===== config.mk =====
export PLATFORM = sky130hd
export DESIGN_NAME = onewire_bus_master_flat
export DESIGN_NICKNAME = d
export VERILOG_FILES = /design/src/sv/owm_pkg.sv /design/src/sv/owm_ifs.sv /design/src/sv/owm_front.sv /design/src/sv/owm_queue.sv /design/src/sv/owm_back.sv /design/src/sv/onewire_bus_master.sv /design/src/flat_wrapper.sv
export SDC_FILE = /design/constraint.sdc
export NUM_CORES = 1
export LEC_CHECK = 0
export ABC_AREA = 1
export BUFFER_PORTS_ARGS = -buffer_cell sky130_fd_sc_hd__clkbuf_2
export CAP_MARGIN = 20
export CORE_MARGIN = 2
export CORE_UTILIZATION = 43
export CTS_CLUSTER_SIZE = 14
export DETAILED_ROUTE_END_ITERATION = 8
export GPL_TIMING_DRIVEN = 0
export PLACE_DENSITY = 0.71
export SYNTH_ARGS = -nofsm -noshare
export SYNTH_HDL_FRONTEND = slang
export SYNTH_SLANG_ARGS = --single-unit

===== constraint.sdc =====
create_clock -name clk_i -period 3.9 [get_ports clk_i]
set_input_delay 0.78 -clock clk_i [delete_from_list [all_inputs] [get_ports clk_i]]
set_output_delay 0.78 -clock clk_i [all_outputs]
set_load 0.01 [all_outputs]

===== src/sv/owm_pkg.sv =====
// Shared types, constants and register map of the 1-Wire bus master.
`timescale 1ns / 1ps

package owm_pkg;

  // Timer width and the width of one timing register field on the bus.
  localparam int TIME_WIDTH_DEFAULT = 10;
  localparam int CFG_FIELD_W        = 10;

  // Payload widths.
  localparam int MODE_W = 2;
  localparam int BYTE_W = 8;
  localparam int BIT_W  = 3;

  // Configuration port.
  localparam int APB_DATA_W = 32;
  localparam int PADDR_W    = 5;
  localparam int NUM_REGS   = 7;

  // Register indexes.
  localparam int REG_RESET_LOW   = 0;
  localparam int REG_PRES_SAMPLE = 1;
  localparam int REG_RESET_RECOV = 2;
  localparam int REG_SHORT_LOW   = 3;
  localparam int REG_LONG_LOW    = 4;
  localparam int REG_READ_DELAY  = 5;
  localparam int REG_SLOT_LEN    = 6;

  // Register values after reset, in microseconds.
  localparam int RESET_LOW_DEF   = 480;
  localparam int PRES_SAMPLE_DEF = 100;
  localparam int RESET_RECOV_DEF = 410;
  localparam int SHORT_LOW_DEF   = 6;
  localparam int LONG_LOW_DEF    = 60;
  localparam int READ_DELAY_DEF  = 9;
  localparam int SLOT_LEN_DEF    = 70;

  // Mode codes of a request.
  localparam logic [MODE_W-1:0] MODE_TICK  = 2'd0;
  localparam logic [MODE_W-1:0] MODE_RESET = 2'd1;
  localparam logic [MODE_W-1:0] MODE_WRITE = 2'd2;
  localparam logic [MODE_W-1:0] MODE_READ  = 2'd3;

  // Queue between the front and the back end.
  localparam int QUEUE_DEPTH = 2;
  localparam int QPTR_W      = $clog2(QUEUE_DEPTH);
  localparam int QLEVEL_W    = $clog2(QUEUE_DEPTH + 1);

  // Command class found by the front end.
  typedef enum logic [2:0] {
    CMD_NONE,
    CMD_RESET,
    CMD_WRITE,
    CMD_READ,
    CMD_READ_NONE
  } cmd_e;

  // Operation of the back end.
  typedef enum logic [1:0] {
    OP_IDLE,
    OP_RESET,
    OP_WRITE,
    OP_READ
  } op_e;

  // Phase within a reset with presence detect.
  typedef enum logic [1:0] {
    RPH_LOW,
    RPH_WAIT,
    RPH_RECOVER
  } rph_e;

  // Classified request as held in the queue.
  typedef struct packed {
    cmd_e              cmd;
    logic [BYTE_W-1:0] tx_byte;
    logic [BYTE_W-1:0] read_count;
    logic              line_in;
  } req_t;

  // One result.
  typedef struct packed {
    logic              drive_low;
    logic [BYTE_W-1:0] rx_byte;
    logic              rx_valid;
    logic              last_byte;
    logic              presence_missing;
    logic              done_res;
    logic              busy_res;
  } rsp_t;

  // Queue status.
  typedef struct packed {
    logic                empty;
    logic                full;
    logic [QLEVEL_W-1:0] level;
  } qstat_t;

endpackage


===== src/sv/owm_ifs.sv =====
// Request and result channel interfaces of the 1-Wire bus master.
`timescale 1ns / 1ps

interface owm_req_if import owm_pkg::*; ();
  logic              valid;
  logic              ready;
  logic [MODE_W-1:0] mode;
  logic [BYTE_W-1:0] tx_byte;
  logic [BYTE_W-1:0] read_count;
  logic              line_in;

  modport source (output valid, mode, tx_byte, read_count, line_in, input ready);
  modport sink (input valid, mode, tx_byte, read_count, line_in, output ready);
endinterface

interface owm_rsp_if import owm_pkg::*; ();
  logic              valid;
  logic              ready;
  logic              drive_low;
  logic [BYTE_W-1:0] rx_byte;
  logic              rx_valid;
  logic              last_byte;
  logic              presence_missing;
  logic              done_res;
  logic              busy_res;

  modport source (output valid, drive_low, rx_byte, rx_valid, last_byte, presence_missing,
                  done_res, busy_res, input ready);
  modport sink (input valid, drive_low, rx_byte, rx_valid, last_byte, presence_missing,
                done_res, busy_res, output ready);
endinterface


===== src/sv/owm_front.sv =====
// Front end: takes requests and classifies their command.
`timescale 1ns / 1ps

module owm_front import owm_pkg::*; (
  owm_req_if.sink req_i,
  input  logic    full_i,
  output logic    push_o,
  output req_t    item_o
);

  assign req_i.ready = !full_i;
  assign push_o      = req_i.valid && !full_i;

  always_comb begin
    item_o.tx_byte    = req_i.tx_byte;
    item_o.read_count = req_i.read_count;
    item_o.line_in    = req_i.line_in;
    unique case (req_i.mode)
      MODE_RESET: item_o.cmd = CMD_RESET;
      MODE_WRITE: item_o.cmd = CMD_WRITE;
      MODE_READ: begin
        // A read of zero bytes finishes on its own tick.
        item_o.cmd = (req_i.read_count == '0) ? CMD_READ_NONE : CMD_READ;
      end
      default: item_o.cmd = CMD_NONE;
    endcase
  end

endmodule


===== src/sv/owm_queue.sv =====
// Short queue of classified requests between the front and the back end.
`timescale 1ns / 1ps

module owm_queue import owm_pkg::*; (
  input  logic   clk_i,
  input  logic   rst_ni,
  input  logic   push_i,
  input  req_t   item_i,
  input  logic   pop_i,
  output req_t   item_o,
  output qstat_t stat_o
);

  req_t                entry_q [QUEUE_DEPTH];
  logic [QPTR_W-1:0]   wr_ptr_q, rd_ptr_q;
  logic [QLEVEL_W-1:0] level_q;

  always_ff @(posedge clk_i or negedge rst_ni) begin
    if (!rst_ni) begin
      wr_ptr_q <= '0;
      rd_ptr_q <= '0;
      level_q  <= '0;
    end else begin
      if (push_i) begin
        wr_ptr_q <= wr_ptr_q + QPTR_W'(1);
      end
      if (pop_i) begin
        rd_ptr_q <= rd_ptr_q + QPTR_W'(1);
      end
      if (push_i && !pop_i) begin
        level_q <= level_q + QLEVEL_W'(1);
      end else if (pop_i && !push_i) begin
        level_q <= level_q - QLEVEL_W'(1);
      end
    end
  end

  always_ff @(posedge clk_i) begin
    if (push_i) begin
      entry_q[wr_ptr_q] <= item_i;
    end
  end

  assign item_o       = entry_q[rd_ptr_q];
  assign stat_o.empty = (level_q == '0);
  assign stat_o.full  = (level_q == QLEVEL_W'(QUEUE_DEPTH));
  assign stat_o.level = level_q;

endmodule


===== src/sv/owm_back.sv =====
// Back end: slot timing, bit shifting and the result register.
`timescale 1ns / 1ps

module owm_back import owm_pkg::*; #(
  parameter int TimeWidth = TIME_WIDTH_DEFAULT
) (
  input  logic                                clk_i,
  input  logic                                rst_ni,
  input  logic [NUM_REGS-1:0][TimeWidth-1:0]  timing_i,
  input  req_t                                item_i,
  input  logic                                item_valid_i,
  output logic                                pop_o,
  owm_rsp_if.source                           rsp_o
);

  localparam int EW = TimeWidth + 1;

  function automatic logic [EW-1:0] floor1(logic [TimeWidth-1:0] v);
    floor1 = (v == '0) ? EW'(1) : EW'(v);
  endfunction

  op_e                  op_q, op_d, op_s;
  rph_e                 phase_q, phase_d, ph_s;
  logic [TimeWidth-1:0] count_q, count_d, cnt_s, low;
  logic [BIT_W-1:0]     bit_q, bit_d, bit_s;
  logic [BYTE_W-1:0]    shift_q, shift_d, shift_s;
  logic [BYTE_W-1:0]    left_q, left_d, left_s;
  logic                 presence_q, presence_d;
  logic [EW-1:0]        elapsed, slen, sample_sum, sample_pt;
  logic                 out_valid_q;
  rsp_t                 rsp_q, rsp_d;

  // The read sample point is clamped into the slot.
  always_comb begin
    slen       = floor1(timing_i[REG_SLOT_LEN]);
    sample_sum = EW'(timing_i[REG_SHORT_LOW]) + EW'(timing_i[REG_READ_DELAY]);
    sample_pt  = (sample_sum == '0) ? EW'(1) : sample_sum;
    if (sample_pt > slen) begin
      sample_pt = slen;
    end
  end

  assign pop_o = item_valid_i && (!out_valid_q || rsp_o.ready);

  always_comb begin
    op_s       = op_q;
    ph_s       = phase_q;
    cnt_s      = count_q;
    bit_s      = bit_q;
    shift_s    = shift_q;
    left_s     = left_q;
    presence_d = presence_q;
    rsp_d      = '0;
    low        = '0;

    // A command starts only while no operation runs.
    if (op_q == OP_IDLE && item_i.cmd != CMD_NONE) begin
      cnt_s = '0;
      bit_s = '0;
      ph_s  = RPH_LOW;
      unique case (item_i.cmd)
        CMD_RESET: op_s = OP_RESET;
        CMD_WRITE: begin
          op_s    = OP_WRITE;
          shift_s = item_i.tx_byte;
        end
        CMD_READ: begin
          op_s    = OP_READ;
          left_s  = item_i.read_count;
          shift_s = '0;
        end
        default: rsp_d.done_res = 1'b1;
      endcase
    end

    elapsed = EW'(cnt_s) + EW'(1);
    count_d = cnt_s;

    unique case (op_s) inside
      OP_RESET: begin
        unique case (ph_s)
          RPH_LOW: begin
            rsp_d.drive_low = 1'b1;
            if (elapsed >= floor1(timing_i[REG_RESET_LOW])) begin
              ph_s    = RPH_WAIT;
              elapsed = '0;
            end
          end
          RPH_WAIT: begin
            if (elapsed >= floor1(timing_i[REG_PRES_SAMPLE])) begin
              presence_d = item_i.line_in;
              ph_s       = RPH_RECOVER;
              elapsed    = '0;
            end
          end
          default: begin
            if (elapsed >= floor1(timing_i[REG_RESET_RECOV])) begin
              rsp_d.done_res = 1'b1;
              op_s           = OP_IDLE;
              ph_s           = RPH_LOW;
              elapsed        = '0;
            end
          end
        endcase
        count_d = elapsed[TimeWidth-1:0];
      end
      OP_WRITE, OP_READ: begin
        low = (op_s == OP_WRITE && !shift_s[0]) ? timing_i[REG_LONG_LOW]
                                                : timing_i[REG_SHORT_LOW];
        rsp_d.drive_low = (cnt_s < low);
        if (op_s == OP_READ && elapsed == sample_pt) begin
          shift_s = {item_i.line_in, shift_s[BYTE_W-1:1]};
        end
        if (elapsed >= slen) begin
          elapsed = '0;
          if (op_s == OP_WRITE) begin
            shift_s = shift_s >> 1;
            if (bit_s == '1) begin
              bit_s          = '0;
              rsp_d.done_res = 1'b1;
              op_s           = OP_IDLE;
            end else begin
              bit_s = bit_s + BIT_W'(1);
            end
          end else if (bit_s == '1) begin
            bit_s           = '0;
            rsp_d.rx_valid  = 1'b1;
            rsp_d.rx_byte   = shift_s;
            rsp_d.last_byte = (left_s == BYTE_W'(1));
            left_s          = left_s - BYTE_W'(1);
            shift_s         = '0;
            if (left_s == '0) begin
              rsp_d.done_res = 1'b1;
              op_s           = OP_IDLE;
            end
          end else begin
            bit_s = bit_s + BIT_W'(1);
          end
        end
        count_d = elapsed[TimeWidth-1:0];
      end
      default: ;
    endcase

    op_d    = op_s;
    phase_d = ph_s;
    bit_d   = bit_s;
    shift_d = shift_s;
    left_d  = left_s;
    rsp_d.presence_missing = presence_d;
    rsp_d.busy_res         = (op_s != OP_IDLE);
  end

  always_ff @(posedge clk_i or negedge rst_ni) begin
    if (!rst_ni) begin
      op_q       <= OP_IDLE;
      phase_q    <= RPH_LOW;
      count_q    <= '0;
      bit_q      <= '0;
      shift_q    <= '0;
      left_q     <= '0;
      presence_q <= 1'b1;
    end else if (pop_o) begin
      op_q       <= op_d;
      phase_q    <= phase_d;
      count_q    <= count_d;
      bit_q      <= bit_d;
      shift_q    <= shift_d;
      left_q     <= left_d;
      presence_q <= presence_d;
    end
  end

  always_ff @(posedge clk_i or negedge rst_ni) begin
    if (!rst_ni) begin
      out_valid_q <= 1'b0;
    end else if (pop_o) begin
      out_valid_q <= 1'b1;
    end else if (rsp_o.ready) begin
      out_valid_q <= 1'b0;
    end
  end

  always_ff @(posedge clk_i) begin
    if (pop_o) begin
      rsp_q <= rsp_d;
    end
  end

  assign rsp_o.valid            = out_valid_q;
  assign rsp_o.drive_low        = rsp_q.drive_low;
  assign rsp_o.rx_byte          = rsp_q.rx_byte;
  assign rsp_o.rx_valid         = rsp_q.rx_valid;
  assign rsp_o.last_byte        = rsp_q.last_byte;
  assign rsp_o.presence_missing = rsp_q.presence_missing;
  assign rsp_o.done_res         = rsp_q.done_res;
  assign rsp_o.busy_res         = rsp_q.busy_res;

endmodule


===== src/sv/onewire_bus_master.sv =====
// 1-Wire bus master top level: timing registers, front end, queue and back end.
// A request waits in the queue until the back end pops it while the output is free; its result is then registered.
// Throughput: one request per cycle; the back end retires one queued tick per cycle unless the output stalls.
// Reset (rst_ni low, asynchronous) idles the master, empties the queue, drops the
// result register and loads the default slot timings; presence reads as missing.
`timescale 1ns / 1ps

module onewire_bus_master import owm_pkg::*; #(
  parameter int TimeWidth = TIME_WIDTH_DEFAULT
) (
  input  logic                  clk_i,
  input  logic                  rst_ni,
  owm_req_if.sink               req_i,
  owm_rsp_if.source             rsp_o,
  input  logic                  psel,
  input  logic                  penable,
  input  logic                  pwrite,
  input  logic [PADDR_W-1:0]    paddr,
  input  logic [APB_DATA_W-1:0] pwdata,
  output logic [APB_DATA_W-1:0] prdata,
  output logic                  pready
);

  // Only the low field bits of a write are kept, and no more than the timer holds.
  localparam int CfgBits = (TimeWidth < CFG_FIELD_W) ? TimeWidth : CFG_FIELD_W;

  logic [NUM_REGS-1:0][TimeWidth-1:0] cfg_q;
  logic [$clog2(NUM_REGS)-1:0]        reg_idx;
  logic                               cfg_wr;

  // Register i sits at byte address 4*i. The port never waits.
  assign pready  = 1'b1;
  assign reg_idx = paddr[PADDR_W-1:2];
  assign cfg_wr  = psel && penable && pwrite && (int'(reg_idx) < NUM_REGS);

  always_ff @(posedge clk_i or negedge rst_ni) begin
    if (!rst_ni) begin
      cfg_q[REG_RESET_LOW]   <= TimeWidth'(RESET_LOW_DEF);
      cfg_q[REG_PRES_SAMPLE] <= TimeWidth'(PRES_SAMPLE_DEF);
      cfg_q[REG_RESET_RECOV] <= TimeWidth'(RESET_RECOV_DEF);
      cfg_q[REG_SHORT_LOW]   <= TimeWidth'(SHORT_LOW_DEF);
      cfg_q[REG_LONG_LOW]    <= TimeWidth'(LONG_LOW_DEF);
      cfg_q[REG_READ_DELAY]  <= TimeWidth'(READ_DELAY_DEF);
      cfg_q[REG_SLOT_LEN]    <= TimeWidth'(SLOT_LEN_DEF);
    end else if (cfg_wr) begin
      cfg_q[reg_idx] <= TimeWidth'(pwdata[CfgBits-1:0]);
    end
  end

  // Reads of an address past the register list return zero.
  always_comb begin
    prdata = '0;
    if (int'(reg_idx) < NUM_REGS) begin
      prdata = APB_DATA_W'(cfg_q[reg_idx]);
    end
  end

  // The front end classifies each request and pushes it whenever the queue
  // has room, so it keeps taking ticks while a result waits at the output.
  logic   push, pop;
  req_t   front_item, head_item;
  qstat_t q_stat;

  owm_front u_front (
    .req_i  (req_i),
    .full_i (q_stat.full),
    .push_o (push),
    .item_o (front_item)
  );

  // Two entries let the front end and the back end stall independently
  // while still passing one request per cycle.
  owm_queue u_queue (
    .clk_i  (clk_i),
    .rst_ni (rst_ni),
    .push_i (push),
    .item_i (front_item),
    .pop_i  (pop),
    .item_o (head_item),
    .stat_o (q_stat)
  );

  // The back end runs the reset, write and read slot sequencer one tick per
  // request and registers the result for the output channel.
  owm_back #(
    .TimeWidth (TimeWidth)
  ) u_back (
    .clk_i        (clk_i),
    .rst_ni       (rst_ni),
    .timing_i     (cfg_q),
    .item_i       (head_item),
    .item_valid_i (!q_stat.empty),
    .pop_o        (pop),
    .rsp_o        (rsp_o)
  );

`ifndef SYNTH
  // A finished command leaves the master idle.
  assert property (@(posedge clk_i) disable iff (!rst_ni)
    rsp_o.valid && rsp_o.done_res |-> !rsp_o.busy_res)
    else $error("command finished while still busy");

  // The last byte of a read is a delivered byte and ends the command.
  assert property (@(posedge clk_i) disable iff (!rst_ni)
    rsp_o.valid && rsp_o.last_byte |-> rsp_o.rx_valid && rsp_o.done_res)
    else $error("last byte flagged without a byte or without completion");

  // A push without a pop grows the queue by exactly one entry.
  assert property (@(posedge clk_i) disable iff (!rst_ni)
    push && !pop |=> q_stat.level == $past(q_stat.level) + QLEVEL_W'(1))
    else $error("queue level out of step with push");

  // Nothing leaves an empty queue.
  assert property (@(posedge clk_i) disable iff (!rst_ni)
    pop |-> !q_stat.empty)
    else $error("pop from empty queue");
`endif

endmodule

===== src/flat_wrapper.sv =====
// flat-port wrapper written by rule: the top's interface ports become plain ports
module onewire_bus_master_flat import owm_pkg::*;
#(
  parameter int TimeWidth = TIME_WIDTH_DEFAULT
)
  (clk_i, rst_ni, psel, penable, pwrite, paddr, pwdata, prdata, pready, req_i_valid, req_i_mode, req_i_tx_byte, req_i_read_count, req_i_line_in, req_i_ready, rsp_o_valid, rsp_o_drive_low, rsp_o_rx_byte, rsp_o_rx_valid, rsp_o_last_byte, rsp_o_presence_missing, rsp_o_done_res, rsp_o_busy_res, rsp_o_ready);
  owm_req_if req_i_i ();
  owm_rsp_if rsp_o_i ();
  input  logic clk_i;
  input  logic rst_ni;
  input  logic psel;
  input  logic penable;
  input  logic pwrite;
  input  logic [PADDR_W-1:0] paddr;
  input  logic [APB_DATA_W-1:0] pwdata;
  output logic [APB_DATA_W-1:0] prdata;
  output logic pready;
  input wire logic [$bits(req_i_i.valid)-1:0] req_i_valid;
  input wire logic [$bits(req_i_i.mode)-1:0] req_i_mode;
  input wire logic [$bits(req_i_i.tx_byte)-1:0] req_i_tx_byte;
  input wire logic [$bits(req_i_i.read_count)-1:0] req_i_read_count;
  input wire logic [$bits(req_i_i.line_in)-1:0] req_i_line_in;
  output wire logic [$bits(req_i_i.ready)-1:0] req_i_ready;
  output wire logic [$bits(rsp_o_i.valid)-1:0] rsp_o_valid;
  output wire logic [$bits(rsp_o_i.drive_low)-1:0] rsp_o_drive_low;
  output wire logic [$bits(rsp_o_i.rx_byte)-1:0] rsp_o_rx_byte;
  output wire logic [$bits(rsp_o_i.rx_valid)-1:0] rsp_o_rx_valid;
  output wire logic [$bits(rsp_o_i.last_byte)-1:0] rsp_o_last_byte;
  output wire logic [$bits(rsp_o_i.presence_missing)-1:0] rsp_o_presence_missing;
  output wire logic [$bits(rsp_o_i.done_res)-1:0] rsp_o_done_res;
  output wire logic [$bits(rsp_o_i.busy_res)-1:0] rsp_o_busy_res;
  input wire logic [$bits(rsp_o_i.ready)-1:0] rsp_o_ready;
  assign req_i_i.valid = req_i_valid;
  assign req_i_i.mode = req_i_mode;
  assign req_i_i.tx_byte = req_i_tx_byte;
  assign req_i_i.read_count = req_i_read_count;
  assign req_i_i.line_in = req_i_line_in;
  assign req_i_ready = req_i_i.ready;
  assign rsp_o_valid = rsp_o_i.valid;
  assign rsp_o_drive_low = rsp_o_i.drive_low;
  assign rsp_o_rx_byte = rsp_o_i.rx_byte;
  assign rsp_o_rx_valid = rsp_o_i.rx_valid;
  assign rsp_o_last_byte = rsp_o_i.last_byte;
  assign rsp_o_presence_missing = rsp_o_i.presence_missing;
  assign rsp_o_done_res = rsp_o_i.done_res;
  assign rsp_o_busy_res = rsp_o_i.busy_res;
  assign rsp_o_i.ready = rsp_o_ready;
  onewire_bus_master #(.TimeWidth(TimeWidth)) u_core (.clk_i(clk_i), .rst_ni(rst_ni), .req_i(req_i_i), .rsp_o(rsp_o_i), .psel(psel), .penable(penable), .pwrite(pwrite), .paddr(paddr), .pwdata(pwdata), .prdata(prdata), .pready(pready));
endmodule

* Word-level counts from Yosys, hierarchy flattened
Memories as Yosys holds them, arrays and structs flattened.
Index checks and enable logic that the tools add are counted.
W data, S select, Z words.
** Operators by class
- $lt $le $gt $ge :: 9
- Add/subtract/negate cells :: 8
- Reduce and logical (&&, ||, !) cells :: 37
- Mux-type cells :: 77
- Equal/unequal tests :: 14
- Bitwise gates (word level) :: 3
** Operator list (count)
- $mux W10 :: 13
- $mux W8 :: 12
- $bwmux W70 :: 1
- $ge A11 B10 Y1 :: 4
- $logic_not A10 Y1 :: 4
- $pmux W10 S2 :: 2
- $mux W2 :: 16
- $bmux W10 S3 :: 1
- $demux W10 S3 :: 1
- $mux W11 :: 2
- $mux W1 :: 17
- $logic_not A8 Y1 :: 2
- $pmux W8 S2 :: 1
- $mux W3 :: 5
- $add A10 B1 Y11 const B :: 1
- $add A10 B10 Y11 :: 1
- $eq A11 B11 Y1 :: 1
- $gt A11 B10 Y1 :: 1
- $logic_and A1 B1 Y1 :: 11
- $logic_not A11 Y1 :: 1
- $eq A2 B2 Y1 const B :: 5
- $lt A10 B10 Y1 :: 1
- $pmux W3 S3 :: 1
- $eq A8 B1 Y1 const B :: 1
- 24 further kinds :: 43
** Word-level totals
- Output and inout port bits :: 49
- RAM bits :: 40
- Memories :: 1
- Flip-flop bits (word level) :: 123
** Memories
- u_core.u_queue.entry_q :: depth 2, bits a word 20, rd ports 1, clocked after memory_dff 0, wr ports 1, RTL line owm_queue.sv:14 : req_t entry_q [QUEUE_DEPTH];

* Depth between registers and ports, before layout
- Word-level depth :: 12
- Gate-level depth with buffers :: 36
- Mapped depth without buffers :: 36

* Hierarchy
Synthesis repeated with hierarchy kept, for this count alone.
** Unflattened totals
- Cell total of the unflattened synthesis :: 1564
- Area total of the unflattened synthesis :: 11731.3 um^2
** By module, submodules not included
- owm_back :: area each 6029.5 um^2, cells an instance 912, times used 1
- onewire_bus_master :: area each 3767.4 um^2, cells an instance 529, times used 1
- owm_queue :: area each 1726.7 um^2, cells an instance 87, times used 1
- owm_front :: area each 207.7 um^2, cells an instance 36, times used 1

* Least setup slack after synthesis
Ideal clock, no wire load.
- Path type :: flip-flop to flip-flop
- Start point :: register u_core.u_queue.rd_ptr_q
- End point :: register u_core.u_back.shift_q[4]
- Arrival time :: 3.819 ns
- Setup slack :: 0.018 ns
- Library setup time :: 0.063 ns
- Path buffers :: 1
- Clock period less this slack :: 3.882 ns
- Stages on the path, launching flop included :: 31
- Cell sequence :: dfrtp_1 > inv_2 > nand2_1 > nand2_4 > nand3_2 > nand2_4 > buf_6 > nand2_1 > inv_1 > ha_1 > nand2_1 > inv_1 > nand3_2 > nand2_1 > o21ai_0 > inv_1 > ha_1 > a21oi_1 > nand3b_1 > o211ai_1 > nand2_1 > nand3b_1 > nand3_1 > nand3_2 > nand2_1 > inv_1 > nor3_1 > nand2_1 > nand3_1 > nand2_1 > inv_1
** Between the ends
- Longest elaborated chain between the ends :: 12
- Elaborated cells between the ends (all ways) :: 25
- Classes of those cells :: add/sub (1); order compare (1); eq/ne (7); mux (11); reduce/logical (4); memory (1)
** RTL lines
- start, declared :: RTL line owm_queue.sv:15 : logic [QPTR_W-1:0] wr_ptr_q, rd_ptr_q;
- start signal, assigned :: RTL line owm_queue.sv:28 : rd_ptr_q <= rd_ptr_q + QPTR_W'(1);
- $mem_v2 Z2 W20 *
- $reduce_bool A3 Y1 :: RTL line owm_back.sv:57 : if (op_q == OP_IDLE && item_i.cmd != CMD_NONE) begin
- $logic_and A1 B1 Y1 :: RTL line owm_back.sv:57
- $mux W10 :: RTL line owm_back.sv:57
- $add A10 B1 Y11 :: RTL line owm_back.sv:76 : elapsed = EW'(cnt_s) + EW'(1);
- $eq A11 B11 Y1 :: RTL line owm_back.sv:111 : if (op_s == OP_READ && elapsed == sample_pt) begin
- $logic_and A1 B1 Y1 :: RTL line owm_back.sv:111
- $mux W8 :: RTL line owm_back.sv:111
- $mux W8 :: RTL line owm_back.sv:125 : end else if (bit_s == '1) begin
- $mux W8 :: RTL line owm_back.sv:116 : if (op_s == OP_WRITE) begin
- $mux W8 :: RTL line owm_back.sv:114 : if (elapsed >= slen) begin
- $mux W8 * :: RTL line owm_back.sv:79 : unique case (op_s) inside
- end signal, assigned :: RTL line owm_back.sv:168 : shift_q <= shift_d;
- end, declared :: RTL line owm_back.sv:26 : logic [BYTE_W-1:0] shift_q, shift_d, shift_s;
Every way passes the cells marked *; elsewhere a longest branch is shown, timed or not.
A chain may end at the register's enable or synchronous reset.

* Worst setup path after layout
- Start point :: register u_core.cfg_q[50] in the netlist's numbering
- End point :: register u_core.u_back.shift_q[0]
** Between the ends
- Longest elaborated chain between the ends :: 12
** RTL lines
- start, declared :: RTL line onewire_bus_master.sv:27 : logic [NUM_REGS-1:0][TimeWidth-1:0] cfg_q;
- start signal, assigned by index :: RTL line onewire_bus_master.sv:38 : cfg_q[REG_RESET_LOW] <= TimeWidth'(RESET_LOW_DEF);
- start signal, assigned by index :: RTL line onewire_bus_master.sv:39 : cfg_q[REG_PRES_SAMPLE] <= TimeWidth'(PRES_SAMPLE_DEF);
- start signal, assigned by index :: RTL line onewire_bus_master.sv:40 : cfg_q[REG_RESET_RECOV] <= TimeWidth'(RESET_RECOV_DEF);
- $add A10 B10 Y11 * :: RTL line owm_back.sv:36 : sample_sum = EW'(timing_i[REG_SHORT_LOW]) + EW'(timing_i[REG_READ_DELAY]);
- $logic_not A11 Y1 :: RTL line owm_back.sv:37 : sample_pt = (sample_sum == '0) ? EW'(1) : sample_sum;
- $mux W11 * :: RTL line owm_back.sv:37
- $gt A11 B10 Y1 :: RTL line owm_back.sv:38 : if (sample_pt > slen) begin
- $mux W11 * :: RTL line owm_back.sv:38
- $eq A11 B11 Y1 * :: RTL line owm_back.sv:111
- $logic_and A1 B1 Y1 * :: RTL line owm_back.sv:111
- $mux W8 * :: RTL line owm_back.sv:111
- $mux W8 :: RTL line owm_back.sv:125
- $mux W8 :: RTL line owm_back.sv:116
- $mux W8 * :: RTL line owm_back.sv:114
- $mux W8 * :: RTL line owm_back.sv:79
Marked as above.

==> results.py <==
metrics = {
    "floorplan": {
        "dieArea_um2": 26100,
        "rows": 57,
        "die_w_um": 162,
        "ioPinCount": 112,
        "start_util": 0.438,
        "coreArea_um2": 24400,
        "fp.dieH_um": 162,
    },
    "route": {
        "vias": 10200,
        "drt-vias-per-instance": 5.43,
        "drt_iter0_drc": 893,
        "wl_mm": 33.2,
        "ant_nets": 0,
        "wl_per_cell_um": 17.7,
        "dr.pass1.iters": 8,
        "drcViolationCount": 0,
    },
    "setup_path": {
        "criticalPathCategory": "register to register",
        "crit_required_ns": 4.23,
        "worst-r2r-setup-slack_ns": -0.19,
        "crit_top_cell": "nand2_1",
        "regToRegStartpoint": "u_core.cfg_q[50]",
        "cp_slowest_stage_delay_ns": 0.57,
        "critPathCaptureType": "register",
        "rr_endpoint": "u_core.u_back.shift_q[0]",
        "cp.arrival_ns": 4.42,
        "slowest_stage": "dfstp_2",
        "r2r_cells": 34,
        "crit_fanout": 8,
        "start_kind": "register",
    },
    "placed_design": {
        "port_buffers": 64,
        "post-dp-hpwl_mm": 23.7,
        "place.gp.congestion": 0.966,
        "place_area_um2": 11500,
    },
    "global_route": {
        "grt_usage": 0.251,
        "grt_pass1_vias": 9739,
        "antenna_found_initial": 0,
        "grt_max_degree": 110,
        "grt_pass1_wl_mm": 51.1,
        "grt_overflow_total": 0,
    },
    "finish": {
        "antenna_cells": 0,
        "fin_nets": 1676,
        "design_area_um2": 13400,
        "fillers": 2187,
        "drive_gt1_frac": 0.243,
        "area_delta_synth_final_pct": 25.4,
    },
    "synth": {
        "synth-seq-cells": 163,
        "syn_area_um2": 10700,
        "synthCells": 1373,
        "synth_edf_count": 54,
        "synthFlopType": "dfrtp_1",
        "ys_seq_area_frac": 0.410,
        "syn_avg_cell_area_um2": 7.78,
        "async_reset_ff_frac": 0.669,
        "synth.distinct_cells": 62,
        "synth.yosys.warnings": 0,
    },
    "timing": {
        "rsz0062_at_grt": "true",
        "setup_viol": 21,
        "fmax_mhz": 245,
        "drv_slew": 0,
        "fin_crit_ns": 4.09,
        "relSlewSlack": 0.397,
        "worst-slew-pin-transition_ns": 0.905,
        "worst_slack_ns": -0.189,
        "skew_ns": 0.0152,
        "timing.final.hold_violations": 0,
        "period_share": 1.05,
    },
    "clock_network": {
        "cts_hold_buf": 0,
        "path_clk_slew_ns": 0.08,
        "cts_sinks": 163,
        "htreeDepth": 4,
        "cts_buffer_depth": 2,
        "cts_buffers": 17,
        "clk_latency_ns": 0.44,
        "cts_root_buf": "clkbuf_16",
        "cts_tree": "done",
    },
    "job": {
        "cap_viol_max_count": 0,
    },
    "power": {
        "p_per_area_nw_per_um2": 859,
        "p_total_mw": 11.5,
        "leakagePower_nw": 6.33,
        "peakVddDrop_uv": 423,
    },
    "hold_path": {
        "hp-class": "input pin to async pin",
    },
    "outcome": {
        "violations": "setup timing",
        "status": "finished, violations left",
    },
}
==> worst max path at each step <==
stage	start	slack, ns	depth (start not counted)	end
after global placement	u_core.u_queue.rd_ptr_q	-1.11	29	u_core.u_back.count_q[1]
after CTS	u_core.cfg_q[50]	-0.1	34	u_core.u_back.shift_q[0]
after detailed placement	u_core.u_queue.rd_ptr_q	-1.14	29	u_core.u_back.count_q[1]
final	u_core.cfg_q[50]	-0.19	34	u_core.u_back.shift_q[0]
after floorplan	u_core.u_queue.rd_ptr_q	0.02	30	u_core.u_back.shift_q[4]
after global routing	u_core.cfg_q[50]	-0.50	34	u_core.u_back.shift_q[4]
==> cells by family (layout without fill, tap and decap cells) <==
group,Yosys count,in the layout,synth area share
adders and majority gates,76,76,0.0897
and+or+nand+nor,597,597,0.246
buffers and inverters,253,408,0.0987
other,2,23,0.000703
AOI/OAI and AO/OA,272,273,0.146
DFF,163,163,0.410
xor gates and xnor gates,10,10,0.00890
==> state kept, by name, indices dropped and copies added (netlist names), 2 cells and up <==
name                         flops
u_core.cfg_q                    70
u_core.u_queue.entry_q          40
u_core.u_back.count_q           10
u_core.u_back.left_q             8
u_core.u_back.rsp_o.rx_byte      8
u_core.u_back.shift_q            8
u_core.u_back.bit_q              3
u_core.u_back.op_q               2
u_core.u_back.phase_q            2
u_core.u_queue.level_q           2
==> cell usage after synthesis (11+ instances only) <==
library cell	number	area share
ha_1	75	0.088
nor2_1	100	0.035
o22ai_1	25	0.015
nand2_1	349	0.12
nand3_1	68	0.032
clkbuf_1	26	0.0091
inv_1	187	0.066
edfxtp_1	54	0.15
nand3b_1	11	0.0077
a21oi_1	68	0.032
dfstp_2	24	0.059
nand4_1	15	0.0088
o21ai_0	118	0.055
dfrtp_1	85	0.20
nand2_2	12	0.0070
inv_2	11	0.0039
buf_4	23	0.016
==> per-layer routing <==
layer	track usage	vias to the layer above	wire, µm
met3	0.0401	94	2560
met4	0.104	0	1230
met2	0.419	458	15700
met5	0	-	0
li1	-	4842	-
met1	0.325	4783	13700
==> timing repair <==
item	CTS	global route
cloned	2	0
hold endpoints to repair	0	0
gates resized for setup	80	116
endpoints found under the setup margin	48	46
pin swaps	32	42
buffers inserted	36	21
==> cell usage in the layout, fill, tap and decap left out, drive strengths merged, types with 3 or more instances in the layout <==
cell type,Yosys,final
clkbuf,26,108
dfstp,24,24
inv,198,204
edfxtp,54,54
o22ai,25,25
dfrtp,85,85
a221oi,5,5
or2,3,3
nand3,73,73
conb,2,23
nor2,112,112
a211oi,9,9
nor4,4,4
nand4,16,16
o31ai,5,5
o21ai,129,130
a22oi,4,4
nor3,5,5
a21bo,3,3
nand2,365,365
ha,75,75
buf,29,88
o211ai,5,5
xnor2,3,3
or3,4,4
clkinv,0,8
a21oi,70,70
a31oi,3,3
nand3b,12,12
xor2,7,7
==> through the flow <==
step,setup slack [ns],setup TNS (ns),util,hold slack (ns),cells
finish,-0.189,-2.26,0.549,0.425,1874
global route,-0.503,-9.77,0.549,0.505,1874
CTS,-0.0970,-0.675,0.522,0.482,1854
detailed placement,-1.14,-43.65,0.473,0.468,1784
global placement,-1.11,-41.96,0.471,0.460,1782
floorplan,0.0180,0,-,0.446,1394
==> area by class of cell <==
| type | count | area, µm² | share of cell area |
|---|---|---|---|
| timing repair buffer | 124 | 905 | 0.0675 |
| multi-input combinational | 979 | 6030 | 0.450 |
| tap | 324 | 405 | 0.0303 |
| buffer | 54 | 325 | 0.0243 |
| clock inverter | 14 | 133 | 0.00990 |
| inverter | 198 | 773 | 0.0577 |
| clock buffer | 18 | 439 | 0.0328 |
| sequential | 163 | 4380 | 0.327 |
==> report_power, final <==
group / switching [mW] / internal [mW]
logic: 4.46 / 2.68
registers: 0.325 / 2.37
clock network: 0.807 / 0.863
total: 5.59 / 5.92
==> worst max-delay path, delay by kind of cell (launching register included) <==
kind	cells	cell delay [ns]
simple gates	26	2.27
flops	1	0.57
buf+inv	4	0.29
fa+ha+maj	3	0.76
compound gates	1	0.08
(Power assumes the default switching activity.)
